## config.mk

```make
export PLATFORM = sky130hd
export DESIGN_NAME = periodic_deadline_queue_core
export DESIGN_NICKNAME = d
export VERILOG_FILES = /design/src/rtl/pdq_pkg.sv /design/src/rtl/pdq_ram.sv /design/src/rtl/periodic_deadline_queue_core.sv
export SDC_FILE = /design/constraint.sdc
export NUM_CORES = 2
export LEC_CHECK = 0
export BUFFER_PORTS_ARGS = -buffer_cell sky130_fd_sc_hd__buf_2
export CORE_MARGIN = 1.5
export CORE_UTILIZATION = 32
export CTS_BUF_LIST = sky130_fd_sc_hd__clkbuf_4
export CTS_CLUSTER_DIAMETER = 40
export CTS_CLUSTER_SIZE = 10
export DETAILED_ROUTE_END_ITERATION = 10
export GPL_ROUTABILITY_DRIVEN = 0
export PLACE_DENSITY = 0.51
export REMOVE_ABC_BUFFERS = 1
export SLEW_MARGIN = 5
export SYNTH_ARGS = -nofsm -noshare
export SYNTH_HDL_FRONTEND = slang
export SYNTH_SLANG_ARGS = --single-unit
```

## constraint.sdc

```tcl
create_clock -name clock -period 22.6 [get_ports clock]
set_clock_uncertainty 0.15 [all_clocks]
set_input_delay 1.13 -clock clock [delete_from_list [all_inputs] [get_ports clock]]
set_output_delay 1.13 -clock clock [all_outputs]
set_load 0.02 [all_outputs]
```

## src/rtl/pdq_pkg.sv

```systemverilog
// ----------------------------------------------------------------------------
// pdq_pkg
// Shared types and constants for the periodic deadline queue.
// ----------------------------------------------------------------------------
package pdq_pkg;

   localparam int MAX_TASKS_DEF = 16;

   localparam int TASK_W   = 8;
   localparam int PERIOD_W = 16;
   localparam int TIME_W   = 32;
   localparam int STATUS_W = 2;
   localparam int US_W     = 10;
   localparam int PROD_W   = PERIOD_W + US_W;

   localparam logic [US_W-1:0] US_PER_MS = 10'd1000;

   localparam logic REQ_ADD    = 1'b0;
   localparam logic REQ_EXPIRE = 1'b1;

   typedef enum logic [STATUS_W-1:0] {
      STATUS_OK    = 2'd0,
      STATUS_FULL  = 2'd1,
      STATUS_EMPTY = 2'd2
   } status_type;

   typedef struct packed {
      logic [TASK_W-1:0]   task_id;
      logic [PERIOD_W-1:0] period;
      logic [TIME_W-1:0]   deadline;
   } entry_type;

   localparam int ENTRY_W = TASK_W + PERIOD_W + TIME_W;

   typedef enum logic [2:0] {
      ST_IDLE,
      ST_MUL,
      ST_SUM,
      ST_SCAN,
      ST_DONE
   } state_type;

endpackage

```

## src/rtl/pdq_ram.sv

```systemverilog
// ----------------------------------------------------------------------------
// pdq_ram
// Generic single write port, single read port RAM with registered read.
// ----------------------------------------------------------------------------
module pdq_ram #(
   parameter int WIDTH = 56,
   parameter int DEPTH = 16
) (
   input  logic                     clock,
   input  logic                     wr_en,
   input  logic [$clog2(DEPTH)-1:0] wr_addr,
   input  logic [WIDTH-1:0]         wr_data,
   input  logic [$clog2(DEPTH)-1:0] rd_addr,
   output logic [WIDTH-1:0]         rd_data
);

   logic [WIDTH-1:0] mem_ff [DEPTH];
   logic [WIDTH-1:0] rd_data_ff;

   always_ff @(posedge clock) begin
      if (wr_en) begin
         mem_ff[wr_addr] <= wr_data;
      end
      rd_data_ff <= mem_ff[rd_addr];
   end

   assign rd_data = rd_data_ff;

endmodule

```

## src/rtl/periodic_deadline_queue_core.sv

```systemverilog
// ----------------------------------------------------------------------------
// periodic_deadline_queue_core
// Holds up to MAX_TASKS periodic tasks in one RAM, kept in next-deadline
// order with entry 0 as the head. An add transaction computes
// now + period * 1000 (us, modulo 2^32) and inserts the task; an expiry
// transaction dispatches the head, advances its deadline by one period and
// moves it back behind later entries where needed. One transaction is
// handled at a time: req_stall is high from acceptance until the result is
// in the output register. An add makes a single pass over the RAM and an
// expiry a pass that may stop early (one read and one write per cycle, a
// shared pair of deadline comparators), each after a multiply state and an
// add state; a full add or an empty expiry goes straight to the result. The
// result register lets the next transaction be accepted while a result is
// still stalled. No clearing pass follows reset.
// ----------------------------------------------------------------------------
module periodic_deadline_queue_core #(
   parameter int MAX_TASKS = pdq_pkg::MAX_TASKS_DEF
) (
   input  logic                          clock,
   input  logic                          reset,

   input  logic                          req_valid,
   output logic                          req_stall,
   input  logic                          req_type,
   input  logic [pdq_pkg::TASK_W-1:0]    req_task_id,
   input  logic [pdq_pkg::PERIOD_W-1:0]  req_period_ms,
   input  logic [pdq_pkg::TIME_W-1:0]    req_now_time,

   output logic                          rsp_valid,
   input  logic                          rsp_stall,
   output logic                          rsp_run_valid,
   output logic [pdq_pkg::TASK_W-1:0]    rsp_run_task,
   output logic                          rsp_arm_valid,
   output logic [pdq_pkg::TIME_W-1:0]    rsp_arm_time,
   output logic [pdq_pkg::STATUS_W-1:0]  rsp_status
);

   import pdq_pkg::*;

   localparam int AW = $clog2(MAX_TASKS);
   localparam int CW = $clog2(MAX_TASKS + 1);

   state_type            state_ff, state_in;
   logic [CW-1:0]        count_ff, count_in;
   logic [CW-1:0]        idx_ff, idx_in;
   logic                 op_ff, op_in;
   logic [TASK_W-1:0]    job_task_ff, job_task_in;
   logic [PERIOD_W-1:0]  job_period_ff, job_period_in;
   logic [TIME_W-1:0]    base_ff, base_in;
   logic [PROD_W-1:0]    prod_ff, prod_in;
   logic [TIME_W-1:0]    dl_ff, dl_in;
   entry_type            carry_ff, carry_in;
   logic                 placed_ff, placed_in;
   entry_type            head_ff, head_in;
   logic                 res_run_valid_ff, res_run_valid_in;
   logic [TASK_W-1:0]    res_run_task_ff, res_run_task_in;
   status_type           res_status_ff, res_status_in;

   logic                 rsp_valid_ff, rsp_valid_in;
   logic                 rsp_run_valid_ff;
   logic [TASK_W-1:0]    rsp_run_task_ff;
   logic                 rsp_arm_valid_ff;
   logic [TIME_W-1:0]    rsp_arm_time_ff;
   status_type           rsp_status_ff;
   logic                 load_rsp;

   logic                 ram_wr_en;
   logic [AW-1:0]        ram_wr_addr;
   entry_type            ram_wr_data;
   logic [AW-1:0]        ram_rd_addr;
   logic [ENTRY_W-1:0]   ram_rd_raw;
   entry_type            rd_entry;

   logic [CW-1:0]        idx_p1;
   logic [CW-1:0]        idx_m1;
   logic                 at_end;
   logic                 d_lt;
   logic                 d_gt;
   entry_type            new_entry;

   pdq_ram #(
      .WIDTH (ENTRY_W),
      .DEPTH (MAX_TASKS)
   ) u_ram (
      .clock   (clock),
      .wr_en   (ram_wr_en),
      .wr_addr (ram_wr_addr),
      .wr_data (ram_wr_data),
      .rd_addr (ram_rd_addr),
      .rd_data (ram_rd_raw)
   );

   assign rd_entry  = entry_type'(ram_rd_raw);
   assign idx_p1    = idx_ff + CW'(1);
   assign idx_m1    = idx_ff - CW'(1);
   assign at_end    = (idx_ff == count_ff);
   assign new_entry = '{task_id: job_task_ff, period: job_period_ff, deadline: dl_ff};

   // shared deadline comparators for the scan
   assign d_lt = (dl_ff < rd_entry.deadline);
   assign d_gt = (dl_ff > rd_entry.deadline);

   assign req_stall = (state_ff != ST_IDLE);
   assign load_rsp  = (state_ff == ST_DONE) && (!rsp_valid_ff || !rsp_stall);

   always_comb begin
      state_in         = state_ff;
      count_in         = count_ff;
      idx_in           = idx_ff;
      op_in            = op_ff;
      job_task_in      = job_task_ff;
      job_period_in    = job_period_ff;
      base_in          = base_ff;
      prod_in          = prod_ff;
      dl_in            = dl_ff;
      carry_in         = carry_ff;
      placed_in        = placed_ff;
      res_run_valid_in = res_run_valid_ff;
      res_run_task_in  = res_run_task_ff;
      res_status_in    = res_status_ff;
      ram_wr_en        = 1'b0;
      ram_wr_addr      = idx_ff[AW-1:0];
      ram_wr_data      = new_entry;
      ram_rd_addr      = idx_p1[AW-1:0];

      case (state_ff)
         ST_IDLE: begin
            if (req_valid) begin
               op_in            = req_type;
               job_task_in      = req_task_id;
               job_period_in    = req_period_ms;
               base_in          = req_now_time;
               placed_in        = 1'b0;
               res_run_valid_in = 1'b0;
               res_run_task_in  = '0;
               res_status_in    = STATUS_OK;
               if (req_type == REQ_ADD) begin
                  if (count_ff == CW'(MAX_TASKS)) begin
                     res_status_in = STATUS_FULL;
                     state_in      = ST_DONE;
                  end else begin
                     state_in = ST_MUL;
                  end
               end else begin
                  if (count_ff == '0) begin
                     res_status_in = STATUS_EMPTY;
                     state_in      = ST_DONE;
                  end else begin
                     job_task_in      = head_ff.task_id;
                     job_period_in    = head_ff.period;
                     base_in          = head_ff.deadline;
                     res_run_valid_in = 1'b1;
                     res_run_task_in  = head_ff.task_id;
                     state_in         = ST_MUL;
                  end
               end
            end
         end
         ST_MUL: begin
            prod_in  = {{(PROD_W-PERIOD_W){1'b0}}, job_period_ff} *
                       {{(PROD_W-US_W){1'b0}}, US_PER_MS};
            state_in = ST_SUM;
         end
         ST_SUM: begin
            dl_in = base_ff + {{(TIME_W-PROD_W){1'b0}}, prod_ff};
            // add scans from the head, expiry from the entry after it
            if (op_ff == REQ_ADD) begin
               idx_in      = '0;
               ram_rd_addr = '0;
            end else begin
               idx_in      = CW'(1);
               ram_rd_addr = AW'(1);
            end
            state_in = ST_SCAN;
         end
         ST_SCAN: begin
            idx_in = idx_p1;
            if (op_ff == REQ_ADD) begin
               // head slot needs strictly earlier, later slots go before the
               // first entry not earlier than the new deadline
               if (!placed_ff && (at_end || ((idx_ff == '0) ? d_lt : !d_gt))) begin
                  ram_wr_en   = 1'b1;
                  ram_wr_data = new_entry;
                  carry_in    = rd_entry;
                  placed_in   = 1'b1;
               end else if (placed_ff) begin
                  ram_wr_en   = 1'b1;
                  ram_wr_data = carry_ff;
                  carry_in    = rd_entry;
               end
               if (at_end) begin
                  count_in = count_ff + CW'(1);
                  state_in = ST_DONE;
               end
            end else begin
               ram_wr_en   = 1'b1;
               ram_wr_addr = idx_m1[AW-1:0];
               if (at_end || !d_gt) begin
                  ram_wr_data = new_entry;
                  state_in    = ST_DONE;
               end else begin
                  ram_wr_data = rd_entry;
               end
            end
         end
         ST_DONE: begin
            if (load_rsp) begin
               state_in = ST_IDLE;
            end
         end
         default: begin
            state_in = ST_IDLE;
         end
      endcase
   end

   always_comb begin
      head_in = head_ff;
      if (ram_wr_en && (ram_wr_addr == '0)) begin
         head_in = ram_wr_data;
      end
   end

   always_comb begin
      rsp_valid_in = rsp_valid_ff;
      if (load_rsp) begin
         rsp_valid_in = 1'b1;
      end else if (!rsp_stall) begin
         rsp_valid_in = 1'b0;
      end
   end

   always_ff @(posedge clock) begin
      if (reset) begin
         state_ff     <= ST_IDLE;
         count_ff     <= '0;
         rsp_valid_ff <= 1'b0;
      end else begin
         state_ff     <= state_in;
         count_ff     <= count_in;
         rsp_valid_ff <= rsp_valid_in;
      end
   end

   always_ff @(posedge clock) begin
      idx_ff           <= idx_in;
      op_ff            <= op_in;
      job_task_ff      <= job_task_in;
      job_period_ff    <= job_period_in;
      base_ff          <= base_in;
      prod_ff          <= prod_in;
      dl_ff            <= dl_in;
      carry_ff         <= carry_in;
      placed_ff        <= placed_in;
      head_ff          <= head_in;
      res_run_valid_ff <= res_run_valid_in;
      res_run_task_ff  <= res_run_task_in;
      res_status_ff    <= res_status_in;
      if (load_rsp) begin
         rsp_run_valid_ff <= res_run_valid_ff;
         rsp_run_task_ff  <= res_run_task_ff;
         rsp_status_ff    <= res_status_ff;
         rsp_arm_valid_ff <= (count_ff != '0);
         rsp_arm_time_ff  <= (count_ff != '0) ? head_ff.deadline : '0;
      end
   end

   assign rsp_valid     = rsp_valid_ff;
   assign rsp_run_valid = rsp_run_valid_ff;
   assign rsp_run_task  = rsp_run_task_ff;
   assign rsp_arm_valid = rsp_arm_valid_ff;
   assign rsp_arm_time  = rsp_arm_time_ff;
   assign rsp_status    = rsp_status_ff;

   a_count_bound : assert property (@(posedge clock) disable iff (reset)
      count_ff <= CW'(MAX_TASKS))
      else $error("entry count beyond capacity");

   a_scan_in_range : assert property (@(posedge clock) disable iff (reset)
      (state_ff == ST_SCAN) |-> (idx_ff <= count_ff))
      else $error("scan index past entry count");

   a_count_step : assert property (@(posedge clock) disable iff (reset)
      (!$past(reset) && (count_ff != $past(count_ff))) |->
         (count_ff == $past(count_ff) + CW'(1)))
      else $error("entry count changed by other than one");

   a_full_status : assert property (@(posedge clock) disable iff (reset)
      (load_rsp && (res_status_ff == STATUS_FULL)) |-> (count_ff == CW'(MAX_TASKS)))
      else $error("full reported with free entries");

   a_run_has_arm : assert property (@(posedge clock) disable iff (reset)
      (rsp_valid_ff && rsp_run_valid_ff) |-> rsp_arm_valid_ff)
      else $error("dispatch reported with empty queue");

endmodule
```

After elaboration in Yosys (flattened, before gate mapping) --
Memories as Yosys holds them, arrays and structs flattened. A register that Yosys moved wholly into a read port is not among the register bits. Cells that the tools add are included.
Operators by class: $add $sub $neg 4, multipliers 1, order comparisons 2, equality and inequality tests 13, muxes and demuxes 45, bitwise gates (word level) 2, reductions and logical operators 25
Operators by type and width (number):
- 2-to-1 mux 56 bit | 7
- 2-to-1 mux 32 bit | 2
- adder 32 x 26 -> 32 bit | 1
- greater-than comparator 32 bit | 1
- < comparator 32 bit | 1
- 2-to-1 mux 16 bit | 2
- 2-to-1 mux 3 bit | 8
- multiplier 16 x 7 -> 23 bit (second input constant) | 1
- 2-to-1 mux 1 bit | 16
- 2-to-1 mux 8 bit | 2
- case mux 3 bit (5 select lines) | 1
- 2-to-1 mux 4 bit | 3
- adder 5 x 1 -> 5 bit (second input constant) | 2
- zero test 5 bit | 2
- case mux 5 bit (2 select lines) | 1
- != test 2 bit (second input constant) | 4
- AND reduction 4 bit | 2
- == test 3 x 2 -> 1 bit (second input constant) | 2
- != test 3 bit (second input constant) | 2
- AND reduction 3 bit | 2
- nonzero test 2 bit | 3
- == test 5 bit | 1
- == test 5 bit (second input constant) | 1
- nonzero test 5 bit | 1
- 15 further kinds | 24
Word-level totals: register bits 294, bits in writable memories 896, input bits 61, output and inout bits 46, logic and storage cells 118, memories kept 1
Memory list:
- u_ram.mem_ff | depth 16, width 56, read ports 1, clocked after memory_dff 1, wr ports 1, RTL line pdq_ram.sv:17 | logic [WIDTH-1:0] mem_ff [DEPTH];

Depth between registers and ports, before layout --
word-level depth 10, mapped depth 15, depth with buffers taken out 15

Modules after synthesis --
A second synthesis with hierarchy kept.
Unflattened totals: cells, all modules 3019, area total of the unflattened synthesis 52409.0 um2
By module, submodules not included:
- pdq_ram | times used 1, cells an instance 1445, area an instance 34678.3 um2, seq. area each 28026.9 um2
- periodic_deadline_queue_core | times used 1, cells an instance 1574, area an instance 17730.8 um2, seq. area each 8738.4 um2

Least setup slack after synthesis --
OpenSTA, ideal clock, no wires.
path kind reg2reg, start register dl_ff[30], end register head_ff[0] (netlist name) (enable), setup time 0.553 ns, arrival 6.423 ns, data required time 21.897 ns, path slack 15.474 ns, cell stages (with the launch flop) 10, buffers on the path 0, clock period less this slack 7.126 ns, cells stage by stage edfxtp_1 > ha_1 > nand4_1 > nor4_2 > nand3b_1 > o211a_1 > o31ai_2 > a21oi_2 > a211o_1 > a211oi_1
On the way: longest elaborated chain between the ends 9, elaborated cells on any way between the ends 10, those cells by class order compare (2); mux (4); reduce/logical (4)
RTL lines:
- start, declared | RTL line periodic_deadline_queue_core.sv:51 | logic [TIME_W-1:0] dl_ff, dl_in;
- start signal, assigned | RTL line periodic_deadline_queue_core.sv:252 | dl_ff <= dl_in;
- greater-than comparator 32 bit | RTL line periodic_deadline_queue_core.sv:101 | assign d_gt = (dl_ff > rd_entry.deadline);
- zero test 1 bit | RTL line periodic_deadline_queue_core.sv:181 | if (!placed_ff && (at_end || ((idx_ff == '0) ? d_lt : !d_gt))) begin
- 2-to-1 mux 1 bit * | RTL line periodic_deadline_queue_core.sv:181
- logical OR 1 bit * | RTL line periodic_deadline_queue_core.sv:181
- logical AND 1 bit * | RTL line periodic_deadline_queue_core.sv:181
- 2-to-1 mux 1 bit * | RTL line periodic_deadline_queue_core.sv:181
- 2-to-1 mux 1 bit * | RTL line periodic_deadline_queue_core.sv:178 | if (op_ff == REQ_ADD) begin
- 2-to-1 mux 1 bit * | RTL line periodic_deadline_queue_core.sv:126 | case (state_ff)
- logical AND 1 bit * | RTL line periodic_deadline_queue_core.sv:219 | if (ram_wr_en && (ram_wr_addr == '0)) begin
- end signal, assigned | RTL line periodic_deadline_queue_core.sv:255 | head_ff <= head_in;
- end, declared | RTL line periodic_deadline_queue_core.sv:54 | entry_type head_ff, head_in;
Every way passes the cells marked *; elsewhere a longest branch is shown, timed or not. A chain may end at the register's enable or synchronous reset.

Worst setup path after layout --
start register state_ff[1], end register u_ram.rd_data_ff[5], in the netlist u_ram.rd_data[5], read port of u_ram.mem_ff
On the way: longest elaborated chain between the ends 2
RTL lines:
- start, declared | RTL line periodic_deadline_queue_core.sv:43 | state_type state_ff, state_in;
- start signal, assigned | RTL line periodic_deadline_queue_core.sv:239 | state_ff <= state_in;
- == test 3 x 2 -> 1 bit | RTL line periodic_deadline_queue_core.sv:126
- 2-to-1 mux 4 bit | RTL line periodic_deadline_queue_core.sv:126
- end, declared | RTL line pdq_ram.sv:18 | logic [WIDTH-1:0] rd_data_ff;
Every way passes these cells.

==> run summary <==
total track usage = 17.2%
DP HPWL = 78.0 mm
1st-iter DRT viols = 2410
worst slew pin tran = 1.27 ns
Hold EP = job_period_ff[15]
drc violations = 0
most frequent cells in the layout = edfxtp_1, nand2_1, mux4_2
1st-pass router iterations = 7
largest area contributor in the netlist = edfxtp_1
relative slew slack = 15.5%
fill count = 14800
worst flop-to-flop path endpoint = u_ram.rd_data[5]
Core Util, Final = 36.4%
CP Max Fanout = 85
WL final = 138 mm
crit path launch = state_ff[1]
Post-CTS Resized = 0
PortBufs = 106
initial antenna violation count = 3
Critical Path RT = 23.48 ns
Reg2Reg Setup Slack = 16.64 ns
Clk Latency, worst-skew pair = 1.23 ns
Worst Hold Launch = req_period_ms[15]
CP startpoint kind = flop
Syn Std Cell Area = 0.0506 mm²
die area = 0.160 mm²
total gr overflow = 0
H-tree Lvls = 4
VDD IR-drop max = 0.0645 mV
XOR/XNOR share of the synthesized area = 0.918%
P per Cell Area = 98.2 mW/mm²
Adder-Cell Fraction of Synth Area = 4.97%
critical path data arrival time = 6.84 ns
vias per cell = 5.10
Final period util = 26.4%
cell count after synthesis = 2984
sequential cell area fraction in the yosys report = 69.4%
setup bufs post-CTS = 0
hold_buf cts = 30
Num CTS Buffers = 177
CP Class = flop to flop
Worst R2R Path Depth = 12
Pleak = 19.3 nW
chip height = 401 µm
Slew Viols, Final = 0
hold depth = 3
clk sink count = 1190
vias in the first global route = 28200
mux cell area share after synthesis = 11.1%
post-route ant nets = 0
main combinational cell family by area after synthesis = multiplexers
multi-input logic area = 0.0145 mm²
layout cell share with drive strength beyond 1 = 23.6%
Register Area = 0.0351 mm²
synth warn = 0
setup TNS = 0 ns
Post-synth EDFFs = 1125
maxcap violations = 0
Starting Density = 32.3%
first-pass GRT wire length = 200 mm
CTS root buf = clkbuf_4
CTS clock-pin slew for the worst setup and hold paths = 0.11 ns
Synth top area share = 66.8%
nets = 3450
io pins = 107
Tmin final = 5.96 ns
CP endpoint kind = flop
Die Wd = 401 µm
Main synth FF type = edfxtp_1
Worst Hold Class = input port to flop
Area contributors post-synth = edfxtp_1, mux4_2, ha_1
commonest non-fill, non-tap cell in the layout = edfxtp_1
final hold violation count = 0
simple-gate share of the synthesized area = 5.06%
vias = 27700
RSZ-0062 raised after global routing = false
final setup fails = 0
Core Region = 0.157 mm²
FMAX = 168 MHz
Synth Area in Compound Gates = 5.97%
Routed WL per cell = 25.5 µm
clk buf depth = 3
FP Rows = 145
outcome = completed
CTS tree = yes
area grow syn2layout = 12.8%
Yosys cell types = 67
Async SR Flop Fraction = 0%
FF-to-FF Start = state_ff[1]
Mean Syn Cell Area = 16.9 µm²
flops & latches, synth = 1190
largest net degree at the start of global routing = 127
==> power breakdown <==
part	switching, mW	internal [mW]	leakage (nW)
registers	0.0664	2.60	10.7
clock network	0.839	0.792	1.60
logic	0.766	0.533	6.96
==> critical path, cell delays in order (launching register included) <==
cell and delay [ns]:
dfxtp_1 0.44, nor2b_4 0.30, nor2b_4 0.17, buf_4 0.53, nor2_2 0.10, a21oi_4 0.78, buf_12 0.48, buf_4 0.83
buf_4 0.79, mux4_2 0.58, and2_1 0.16, a211oi_1 0.28, a31oi_1 0.07
==> registers in the layout (all words and copies together), names as in the netlist, 3 cells and up <==
register,count
head_ff,48
dl_ff,32
rsp_arm_time,32
res_run_task_ff,8
prod_ff,23
carry_ff,56
state_ff,3
u_ram.mem_ff,848
job_task_ff,8
base_ff,32
job_period_ff,16
rsp_run_task,8
u_ram.rd_data,56
count_ff,5
idx_ff,5
==> worst max path at each step <==
| stage | endpoint | slack [ns] | depth (start not counted) |
|---|---|---|---|
| 3_5_place_dp | u_ram.rd_data[5] | 16.25 | 12 |
| 5_1_grt | u_ram.rd_data[5] | 15.89 | 12 |
| 3_3_place_gp | u_ram.rd_data[5] | 16.29 | 12 |
| 4_1_cts | u_ram.rd_data[5] | 16.26 | 12 |
| 6_report | u_ram.rd_data[5] | 16.64 | 12 |
| 2_1_floorplan | u_ram.rd_data[0] | 8.29 | 5 |
==> through the flow <==
step	total power, mW	setup WS, ns	instances	cell area, µm²	hold WS, ns
2_1_floorplan	3.72	8.29	2832	49800	0.250
3_3_place_gp	4.02	16.29	5070	53800	0.251
3_5_place_dp	4.02	16.25	5070	53800	0.256
4_1_cts	5.67	16.26	5425	57000	0.00275
5_1_grt	5.90	15.89	5427	57000	0.0406
6_report	5.60	16.64	5427	57000	0.131
==> final cells by class <==
cell class                 count  area share [%]
sequential                  1190            61.5
multi-input combinational   1507            25.4
tap                         2058            4.51
clock buffer                 219            2.88
timing repair buffer         210            2.50
clock inverter               106            2.27
inverter                     135           0.891
antenna                        2         0.00877
==> synth_stat cells, drive strengths merged (13+ instances only) <==
cell and instances:
edfxtp 1125, nand2 290, mux4 224, inv 135, ha 113, a21oi 94
clkbuf 90, o22ai 90, and2 73, a211oi 70, dfxtp 65, buf 62
a31oi 60, fa 55, nor2 48, mux2 40, o21ai 39, nor2b 38
a21o 37, xnor2 29, nor3 25, nand4 24, xor2 24, nand3 19
mux2i 13
==> kinds of logic after synthesis <==
family,Yosys count
buf+inv,287
mux,277
simple gates,547
xor+xnor,53
compound gates,462
fa+ha+maj,168
flops,1190
==> layer usage <==
metal  up-vias  global-route usage [%]  share of wire [%]
met2       786                    27.7                 48
met4         2                    4.35                1.6
met1     14500                    24.4                 46
met5         -                       0             0.0094
met3       159                    2.60                4.9
li1      12200                       -                  -
(Power assumes the default switching activity.)
